[config.mk]
export PLATFORM = sky130hd
export DESIGN_NAME = lru_page_replacement
export DESIGN_NICKNAME = d
export VERILOG_FILES = /design/src/sv/lrupr_pkg.sv /design/src/sv/lrupr_cell.sv /design/src/sv/lru_page_replacement.sv
export SDC_FILE = /design/constraint.sdc
export NUM_CORES = 1
export LEC_CHECK = 0
export ABC_AREA = 1
export BUFFER_PORTS_ARGS = -buffer_cell sky130_fd_sc_hd__buf_2
export CAP_MARGIN = 20
export CORE_AREA = 5 5 239 241
export CTS_CLUSTER_SIZE = 30
export DETAILED_ROUTE_END_ITERATION = 6
export DIE_AREA = 0 0 244 246
export GPL_TIMING_DRIVEN = 0
export PLACE_DENSITY_LB_ADDON = 0.05
export SLEW_MARGIN = 15
export SYNTH_ARGS = -nofsm -noshare
export SYNTH_HDL_FRONTEND = slang
export SYNTH_SLANG_ARGS = --single-unit
export TNS_END_PERCENT = 1
[constraint.sdc]
create_clock -name clk -period 6.8 [get_ports clk]
set_input_delay 1.02 -clock clk [delete_from_list [all_inputs] [get_ports clk]]
set_output_delay 1.02 -clock clk [all_outputs]
set_load 0.01 [all_outputs]
[src/sv/lrupr_pkg.sv]
// ----------------------------------------------------------------------------
// LRU page replacement package
// Shared control structs and fixed field widths.
// ----------------------------------------------------------------------------
package lrupr_pkg;

    localparam int CFG_W       = 4;
    localparam int PORT_PAGE_W = 16;
    localparam int PORT_SLOT_W = 3;
    localparam int FAULT_W     = 32;

    localparam logic [CFG_W-1:0]   FRAMES_RESET = 4'd3;
    localparam logic [FAULT_W-1:0] FAULT_SAT    = '1;

    // flags of the scan record that travels down the cell chain
    typedef struct packed {
        logic found;
        logic empty;
    } lrupr_scan_t;

    // update broadcast from the sequencer to every cell
    typedef struct packed {
        logic commit;
        logic hit;
    } lrupr_upd_t;

endpackage

[src/sv/lrupr_cell.sv]
// ----------------------------------------------------------------------------
// LRU page replacement frame cell
// Holds one frame (page, valid, recency rank), folds its frame into the scan
// record handed down the chain and applies the recency update on commit.
// ----------------------------------------------------------------------------
module lrupr_cell
    import lrupr_pkg::*;
#(
    parameter int IDX        = 0,
    parameter int MAX_FRAMES = 8,
    parameter int PAGE_BITS  = 16,
    parameter int SLOT_W     = 3,
    parameter int RANK_W     = 3
)
(
    input  logic                 clk,
    input  logic                 rst_n,
    input  logic                 active,
    input  logic [PAGE_BITS-1:0] ref_page,
    input  logic                 step_in,
    input  lrupr_scan_t          flags_in,
    input  logic [SLOT_W-1:0]    found_slot_in,
    input  logic [RANK_W-1:0]    hit_rank_in,
    input  logic [SLOT_W-1:0]    empty_slot_in,
    input  logic [RANK_W-1:0]    best_rank_in,
    input  logic [SLOT_W-1:0]    best_slot_in,
    input  logic [PAGE_BITS-1:0] best_page_in,
    output logic                 step_out,
    output lrupr_scan_t          flags_out,
    output logic [SLOT_W-1:0]    found_slot_out,
    output logic [RANK_W-1:0]    hit_rank_out,
    output logic [SLOT_W-1:0]    empty_slot_out,
    output logic [RANK_W-1:0]    best_rank_out,
    output logic [SLOT_W-1:0]    best_slot_out,
    output logic [PAGE_BITS-1:0] best_page_out,
    input  lrupr_upd_t           upd,
    input  logic [SLOT_W-1:0]    upd_slot,
    input  logic [RANK_W:0]      upd_limit
);

    localparam logic [SLOT_W-1:0] MY_SLOT  = SLOT_W'(IDX);
    localparam logic [RANK_W-1:0] RANK_MAX = RANK_W'(MAX_FRAMES - 1);
    localparam bit                FIRST    = (IDX == 0);

    logic                 valid_reg, valid_next;
    logic [RANK_W-1:0]    rank_reg, rank_next;
    logic [PAGE_BITS-1:0] page_reg, page_next;
    logic                 step_reg;
    lrupr_scan_t          flags_reg, flags_next;
    logic [SLOT_W-1:0]    found_slot_reg, found_slot_next;
    logic [RANK_W-1:0]    hit_rank_reg, hit_rank_next;
    logic [SLOT_W-1:0]    empty_slot_reg, empty_slot_next;
    logic [RANK_W-1:0]    best_rank_reg, best_rank_next;
    logic [SLOT_W-1:0]    best_slot_reg, best_slot_next;
    logic [PAGE_BITS-1:0] best_page_reg, best_page_next;
    logic                 match;
    logic                 take_best;

    // fold this frame into the scan record
    always_comb
    begin
        match     = active && valid_reg && (page_reg == ref_page);
        take_best = active && (FIRST || (rank_reg > best_rank_in));

        flags_next      = flags_in;
        found_slot_next = found_slot_in;
        hit_rank_next   = hit_rank_in;
        empty_slot_next = empty_slot_in;
        best_rank_next  = best_rank_in;
        best_slot_next  = best_slot_in;
        best_page_next  = best_page_in;

        if (match && !flags_in.found)
        begin
            flags_next.found = 1'b1;
            found_slot_next  = MY_SLOT;
            hit_rank_next    = rank_reg;
        end
        if (active && !valid_reg && !flags_in.empty)
        begin
            flags_next.empty = 1'b1;
            empty_slot_next  = MY_SLOT;
        end
        if (take_best)
        begin
            best_rank_next = rank_reg;
            best_slot_next = MY_SLOT;
            best_page_next = page_reg;
        end
    end

    // recency update on commit
    always_comb
    begin
        valid_next = valid_reg;
        rank_next  = rank_reg;
        page_next  = page_reg;
        if (upd.commit)
        begin
            if (MY_SLOT == upd_slot)
            begin
                rank_next = '0;
                if (!upd.hit)
                begin
                    valid_next = 1'b1;
                    page_next  = ref_page;
                end
            end
            else if (active && valid_reg && ({1'b0, rank_reg} < upd_limit)
                     && (rank_reg != RANK_MAX))
            begin
                rank_next = rank_reg + RANK_W'(1);
            end
        end
    end

    always_ff @(posedge clk or negedge rst_n)
    begin
        if (!rst_n)
        begin
            valid_reg <= 1'b0;
            rank_reg  <= '0;
            step_reg  <= 1'b0;
        end
        else
        begin
            valid_reg <= valid_next;
            rank_reg  <= rank_next;
            step_reg  <= step_in;
        end
    end

    always_ff @(posedge clk)
    begin
        page_reg       <= page_next;
        flags_reg      <= flags_next;
        found_slot_reg <= found_slot_next;
        hit_rank_reg   <= hit_rank_next;
        empty_slot_reg <= empty_slot_next;
        best_rank_reg  <= best_rank_next;
        best_slot_reg  <= best_slot_next;
        best_page_reg  <= best_page_next;
    end

    assign step_out       = step_reg;
    assign flags_out      = flags_reg;
    assign found_slot_out = found_slot_reg;
    assign hit_rank_out   = hit_rank_reg;
    assign empty_slot_out = empty_slot_reg;
    assign best_rank_out  = best_rank_reg;
    assign best_slot_out  = best_slot_reg;
    assign best_page_out  = best_page_reg;

endmodule

[src/sv/lru_page_replacement.sv]
// ----------------------------------------------------------------------------
// LRU page replacement
// Keeps up to MAX_FRAMES resident pages in a chain of frame cells, each holding
// a recency rank; each page reference yields hit or fault, the frame used, any
// evicted page and a saturating fault total.
// ----------------------------------------------------------------------------
//  channel  direction  handshake             payload
//  in       sink       in_valid / in_stall   page_number
//  out      source     out_valid / out_stall hit, frame_slot, evicted_valid,
//                                            evicted_page, fault_total
//  cfg      sink       cfg_valid / cfg_ready cfg_data (frames_in_use)
//
//  Per item, a scan record walks the frame cells, registered in each cell in
//  turn, then the chosen frame is registered and the commit writes it out.
//  An output stall holds the commit; the next beat is taken while a result
//  waits in the output register. Reset clears valid bits, ranks and the
//  fault total; cfg_ready is always high.
// ----------------------------------------------------------------------------
module lru_page_replacement
    import lrupr_pkg::*;
#(
    parameter int MAX_FRAMES = 8,
    parameter int PAGE_BITS  = 16
)
(
    input  logic                   clk,
    input  logic                   rst_n,
    input  logic                   in_valid,
    output logic                   in_stall,
    input  logic [PORT_PAGE_W-1:0] page_number,
    output logic                   out_valid,
    input  logic                   out_stall,
    output logic                   hit,
    output logic [PORT_SLOT_W-1:0] frame_slot,
    output logic                   evicted_valid,
    output logic [PORT_PAGE_W-1:0] evicted_page,
    output logic [FAULT_W-1:0]     fault_total,
    input  logic                   cfg_valid,
    output logic                   cfg_ready,
    input  logic [CFG_W-1:0]       cfg_data
);

    localparam int SLOT_W = (MAX_FRAMES > 1) ? $clog2(MAX_FRAMES) : 1;
    localparam int RANK_W = SLOT_W;
    localparam logic [RANK_W:0] LIMIT_ALL = (RANK_W + 1)'(MAX_FRAMES);
    localparam logic [7:0]      NMAX      = 8'(MAX_FRAMES);

    typedef enum logic [2:0] {
        ST_IDLE   = 3'b001,
        ST_SCAN   = 3'b010,
        ST_COMMIT = 3'b100
    } state_t;

    state_t                 state_reg, state_next;
    logic [CFG_W-1:0]       frames_reg;
    logic                   start_reg;
    logic [PAGE_BITS-1:0]   page_reg;
    logic                   hit_reg;
    logic [SLOT_W-1:0]      slot_reg;
    logic [RANK_W:0]        limit_reg;
    logic                   evict_reg;
    logic [PAGE_BITS-1:0]   evpage_reg;
    logic [FAULT_W-1:0]     fault_reg, fault_next;
    logic                   out_valid_reg;
    logic                   out_hit_reg;
    logic [PORT_SLOT_W-1:0] out_slot_reg;
    logic                   out_evict_reg;
    logic [PORT_PAGE_W-1:0] out_evpage_reg;
    logic [FAULT_W-1:0]     out_fault_reg;

    logic                           in_accept;
    logic                           out_free;
    logic                           scan_done;
    logic [7:0]                     n_active;
    logic [MAX_FRAMES-1:0]          active;
    logic [PAGE_BITS+PORT_PAGE_W-1:0] page_in_ext;
    logic [PAGE_BITS+PORT_PAGE_W-1:0] evpage_ext;
    logic [SLOT_W+PORT_SLOT_W-1:0]  slot_ext;
    lrupr_upd_t                     upd;

    logic                 ch_step       [MAX_FRAMES+1];
    lrupr_scan_t          ch_flags      [MAX_FRAMES+1];
    logic [SLOT_W-1:0]    ch_found_slot [MAX_FRAMES+1];
    logic [RANK_W-1:0]    ch_hit_rank   [MAX_FRAMES+1];
    logic [SLOT_W-1:0]    ch_empty_slot [MAX_FRAMES+1];
    logic [RANK_W-1:0]    ch_best_rank  [MAX_FRAMES+1];
    logic [SLOT_W-1:0]    ch_best_slot  [MAX_FRAMES+1];
    logic [PAGE_BITS-1:0] ch_best_page  [MAX_FRAMES+1];

    assign in_accept   = in_valid && !in_stall;
    assign in_stall    = (state_reg != ST_IDLE);
    assign out_free    = !out_valid_reg || !out_stall;
    assign scan_done   = ch_step[MAX_FRAMES];
    assign cfg_ready   = 1'b1;
    assign page_in_ext = {{PAGE_BITS{1'b0}}, page_number};
    assign evpage_ext  = {{PORT_PAGE_W{1'b0}}, evpage_reg};
    assign slot_ext    = {{PORT_SLOT_W{1'b0}}, slot_reg};

    // clamp the frame count to 1 .. MAX_FRAMES
    always_comb
    begin
        if (frames_reg == '0)
        begin
            n_active = 8'd1;
        end
        else if ({4'd0, frames_reg} > NMAX)
        begin
            n_active = NMAX;
        end
        else
        begin
            n_active = {4'd0, frames_reg};
        end
    end

    // seed record
    assign ch_step[0]       = start_reg;
    assign ch_flags[0]      = '0;
    assign ch_found_slot[0] = '0;
    assign ch_hit_rank[0]   = '0;
    assign ch_empty_slot[0] = '0;
    assign ch_best_rank[0]  = '0;
    assign ch_best_slot[0]  = '0;
    assign ch_best_page[0]  = '0;

    assign upd.commit = (state_reg == ST_COMMIT) && out_free;
    assign upd.hit    = hit_reg;

    for (genvar g = 0; g < MAX_FRAMES; g++)
    begin : g_cell
        assign active[g] = (8'(g) < n_active);

        lrupr_cell #(
            .IDX        (g),
            .MAX_FRAMES (MAX_FRAMES),
            .PAGE_BITS  (PAGE_BITS),
            .SLOT_W     (SLOT_W),
            .RANK_W     (RANK_W)
        ) u_cell (
            .clk            (clk),
            .rst_n          (rst_n),
            .active         (active[g]),
            .ref_page       (page_reg),
            .step_in        (ch_step[g]),
            .flags_in       (ch_flags[g]),
            .found_slot_in  (ch_found_slot[g]),
            .hit_rank_in    (ch_hit_rank[g]),
            .empty_slot_in  (ch_empty_slot[g]),
            .best_rank_in   (ch_best_rank[g]),
            .best_slot_in   (ch_best_slot[g]),
            .best_page_in   (ch_best_page[g]),
            .step_out       (ch_step[g+1]),
            .flags_out      (ch_flags[g+1]),
            .found_slot_out (ch_found_slot[g+1]),
            .hit_rank_out   (ch_hit_rank[g+1]),
            .empty_slot_out (ch_empty_slot[g+1]),
            .best_rank_out  (ch_best_rank[g+1]),
            .best_slot_out  (ch_best_slot[g+1]),
            .best_page_out  (ch_best_page[g+1]),
            .upd            (upd),
            .upd_slot       (slot_reg),
            .upd_limit      (limit_reg)
        );
    end

    always_comb
    begin
        state_next = state_reg;
        case (state_reg)
            ST_IDLE:
            begin
                if (in_accept)
                begin
                    state_next = ST_SCAN;
                end
            end
            ST_SCAN:
            begin
                if (scan_done)
                begin
                    state_next = ST_COMMIT;
                end
            end
            ST_COMMIT:
            begin
                if (out_free)
                begin
                    state_next = ST_IDLE;
                end
            end
            default:
            begin
                state_next = ST_IDLE;
            end
        endcase
    end

    always_comb
    begin
        fault_next = fault_reg;
        if (upd.commit && !hit_reg && (fault_reg != FAULT_SAT))
        begin
            fault_next = fault_reg + FAULT_W'(1);
        end
    end

    always_ff @(posedge clk or negedge rst_n)
    begin
        if (!rst_n)
        begin
            state_reg     <= ST_IDLE;
            frames_reg    <= FRAMES_RESET;
            start_reg     <= 1'b0;
            fault_reg     <= '0;
            out_valid_reg <= 1'b0;
        end
        else
        begin
            state_reg <= state_next;
            start_reg <= in_accept;
            fault_reg <= fault_next;
            if (cfg_valid && cfg_ready)
            begin
                frames_reg <= cfg_data;
            end
            if (upd.commit)
            begin
                out_valid_reg <= 1'b1;
            end
            else if (!out_stall)
            begin
                out_valid_reg <= 1'b0;
            end
        end
    end

    always_ff @(posedge clk)
    begin
        if (in_accept)
        begin
            page_reg <= page_in_ext[PAGE_BITS-1:0];
        end
        if ((state_reg == ST_SCAN) && scan_done)
        begin
            hit_reg   <= ch_flags[MAX_FRAMES].found;
            evict_reg <= !ch_flags[MAX_FRAMES].found && !ch_flags[MAX_FRAMES].empty;
            if (ch_flags[MAX_FRAMES].found)
            begin
                slot_reg   <= ch_found_slot[MAX_FRAMES];
                limit_reg  <= {1'b0, ch_hit_rank[MAX_FRAMES]};
                evpage_reg <= '0;
            end
            else if (ch_flags[MAX_FRAMES].empty)
            begin
                slot_reg   <= ch_empty_slot[MAX_FRAMES];
                limit_reg  <= LIMIT_ALL;
                evpage_reg <= '0;
            end
            else
            begin
                slot_reg   <= ch_best_slot[MAX_FRAMES];
                limit_reg  <= LIMIT_ALL;
                evpage_reg <= ch_best_page[MAX_FRAMES];
            end
        end
        if (upd.commit)
        begin
            out_hit_reg    <= hit_reg;
            out_slot_reg   <= slot_ext[PORT_SLOT_W-1:0];
            out_evict_reg  <= evict_reg;
            out_evpage_reg <= evpage_ext[PORT_PAGE_W-1:0];
            out_fault_reg  <= fault_next;
        end
    end

    assign out_valid     = out_valid_reg;
    assign hit           = out_hit_reg;
    assign frame_slot    = out_slot_reg;
    assign evicted_valid = out_evict_reg;
    assign evicted_page  = out_evpage_reg;
    assign fault_total   = out_fault_reg;

endmodule

==> results.yml <==
outcome:
  outcome: "completed"
power:
  ir_drop_mv: 0.196
  pwr-share-comb_pct: 18.1
  seq_power_share_pct: 46.3
  p_leak_nw: 11.6
  power.density_nw_per_um2: 367
  power_switching_mw: 2.71
  intPower_mw: 6.50
  p_clk_share_pct: 35.6
  swShare_pct: 29.4
layout:
  drive_gt1_share_pct: 11.2
  regArea_um2: 13500
  fillCellCount: 5248
  finalNetCount: 2494
  multi_input_area_um2: 6690
  area_growth_syn_to_layout_pct: 16.1
  utilization_pct: 45.8
  num_antenna_cells: 0
sta:
  finalSetupTns_ps: 0
  skew_ps: 23.0
  final_max_slew_viol_count: 0
  fmax_mhz: 362
  setup_violations: 0
  slew_headroom_pct: 42.3
  rsz0062_at_grt: "no"
  worstMarginPinSlew_ps: 865
  hold_viol: 0
  min_period_ps: 2760
  period_share_pct: 40.6
synthesis:
  synth-seq-cells: 543
  synth_top_area_share_pct: 30.9
  synth-compound-area-share_pct: 5.16
  postSynthNetCount: 2344
  synthSimpleGateAreaFrac_pct: 20.1
  yosys.cell_types.count: 43
  syn-instance-count: 2265
  yosysWarnings: 0
  yosysSeqAreaShare_pct: 62.6
  post_synth_mux_area_share_pct: 0.0522
  synth_top_family_by_area: "simple AND/OR/NAND/NOR gates"
  synthesis.area_um2: 21600
  synth_fa_ha_area_share_pct: 3.13
  yosys.area_share.xor_xnor_pct: 2.44
  yosysTopAreaCell: "edfxtp_1"
  ys_top_cells_by_area: "edfxtp_1, dfxtp_1, nand2_1"
  syn_avg_cell_area_um2: 9.53
clock_tree:
  cts_buffers: 59
  path_clk_slew_ps: 60
  tritoncts: "built"
  cts_sinks: 543
  cts-root-buf: "clkbuf_16"
  cts.path.max_buffers: 3
  ctsHtreeMaxLevel: 2
  ctsResizeCount: 0
  post_cts_buffers: 0
  holdBufCountCts: 0
  clk_latency_ps: 620
drt:
  drt-initial-drc-count: 999
  detail_route.wl_per_cell_um: 18.4
  viasPerCell: 4.74
  remaining_drc_errors: 0
  final_antenna_net_count: 0
  vias: 15000
  wl_um: 58200
  dr.pass1.iters: 7
die:
  die_h_um: 246
  die_area_um2: 60000
  initial_utilization_pct: 39.5
  fp-row-count: 86
  die_x_um: 244
  core_area_um2: 54700
  design.portCount: 81
setup_path:
  path_max_fanout: 16
  critPathRequiredTime_ps: 7050
  slowest_delay_ps: 790
  r2r_setup_slack_ps: 4040
  critical_path_class: "reg2reg"
  slowest_stage: "nor2_2"
  cp_top_family: "simple AND/OR/NAND/NOR gates"
  worst_setup_path_end_kind: "flop"
  worstPathCellList: "nor3_2, nand2_2, nor2_4, inv_2, clkbuf_1, nor2_2"
  r2r_cells: 6
  r2r-start: "state_reg[1]"
  critPathArrivalTime_ps: 3010
  start_kind: "flop"
  worst-path-buf-inv: 2
  reg2reg_to: "g_cell[4].u_cell.page_reg[11]"
  startpoint: "state_reg[1]"
global_route:
  overflow: 0
  use_met3_pct: 3.17
  met1_usage_pct: 28.3
  grt_use_total_pct: 19.3
  busiest_layer: "met2"
  grt_max_degree: 51
  grt_pass1_wl_um: 88900
  grt_use_met2_pct: 29.8
  grt_pass1_vias: 15000
  antenna_found_initial: 0
placed_design:
  dp_hpwl_um: 44700
  port_buffers: 79
  gp_congestion: 0.917
run:
  maxCapViolations: 0
worst_hold_path:
  min_delay_path_depth: 0
  min_to: "g_cell[2].u_cell.step_out"
  hp-start: "g_cell[1].u_cell.step_out"
  hold_path.class: "reg2reg"
[how the worst max path moves through the flow]
stage / cells after the start / endpoint / slack, ps
after global routing: 6 / g_cell[4].u_cell.page_reg[8] / 3780
after CTS: 6 / g_cell[4].u_cell.page_reg[10] / 3950
after detailed placement: 7 / g_cell[4].u_cell.page_reg[14] / 3380
after floorplan: 6 / g_cell[0].u_cell.page_reg[0] / 4080
after global placement: 7 / g_cell[7].u_cell.page_reg[14] / 2930
final: 6 / g_cell[4].u_cell.page_reg[11] / 4040
[synth_stat cells, drive strengths merged]
master,instances
buf,35
dfrtp,78
a21oi,25
clkbuf,37
a21boi,2
o211ai,4
mux2,1
o21bai,2
ha,54
o21ai,174
nor2,168
clkinv,1
or2,10
and2,1
o22ai,1
nand2,735
a31oi,2
edfxtp,222
nand4,39
nor3,20
dfstp,3
dfxtp,240
nand3b,19
o221ai,1
inv,273
conb,1
xor2,34
nand3,57
xnor2,26
[cells in the final DEF, fill, tap and decap left out, drive strengths merged, types with 4 or more instances in the layout]
cell	n
buf	124
clkinv	24
xor2	34
edfxtp	222
inv	273
nor2	168
o21ai	174
nand3	57
nor3	20
dfrtp	78
o211ai	4
xnor2	26
a21oi	25
or2	10
clkbuf	119
nand2	735
dfxtp	240
bufinv	6
nand3b	19
nand4	39
ha	54
[metal layers]
metal | share of wire (%) | vias to the layer above
li1 | - | 7534
met1 | 49 | 7021
met2 | 44 | 363
met3 | 5.1 | 97
met4 | 2.6 | 0
met5 | 0 | -
[final cells by class]
class | count | share of cell area (%)
flip-flops and latches | 543 | 53.9
well taps | 704 | 3.51
clock inverters | 29 | 1.26
inverters | 274 | 4.10
repair buffers | 89 | 2.23
multi-input cells | 1376 | 26.7
plain buffers | 72 | 1.54
clock buffers | 82 | 6.76
[power by group through the flow]
stage / clock [mW] / combinational, mW / sequential (mW)
2_1_floorplan: 0 / 1.11 / 4.21
3_3_place_gp: 0 / 1.65 / 4.33
3_5_place_dp: 0 / 1.68 / 4.33
4_1_cts: 3.37 / 1.69 / 4.27
5_1_grt: 3.52 / 1.91 / 4.32
6_report: 3.28 / 1.67 / 4.26
[kinds of logic after synthesis]
group / Yosys count
and+or+nand+nor: 1049
adders and majority gates: 54
AOI/OAI and AO/OA: 211
other: 1
muxes: 1
xor gates and xnor gates: 60
buffers and inverters: 346
DFF: 543
[through the flow]
| stage | power (mW) | worst slack, ps | cells | hold WS, ps | area (um^2) |
|---|---|---|---|---|---|
| finish | 9.21 | 4040 | 3169 | 350 | 25100 |
| global route | 9.75 | 3780 | 3169 | 355 | 25100 |
| CTS | 9.33 | 3950 | 3169 | 342 | 25100 |
| detailed placement | 6.01 | 3380 | 3058 | 338 | 23000 |
| global placement | 5.98 | 2930 | 3048 | 336 | 22900 |
| floorplan | 5.33 | 4080 | 2265 | 331 | 21600 |
No activity file was read; power rests on OpenSTA's default activity.
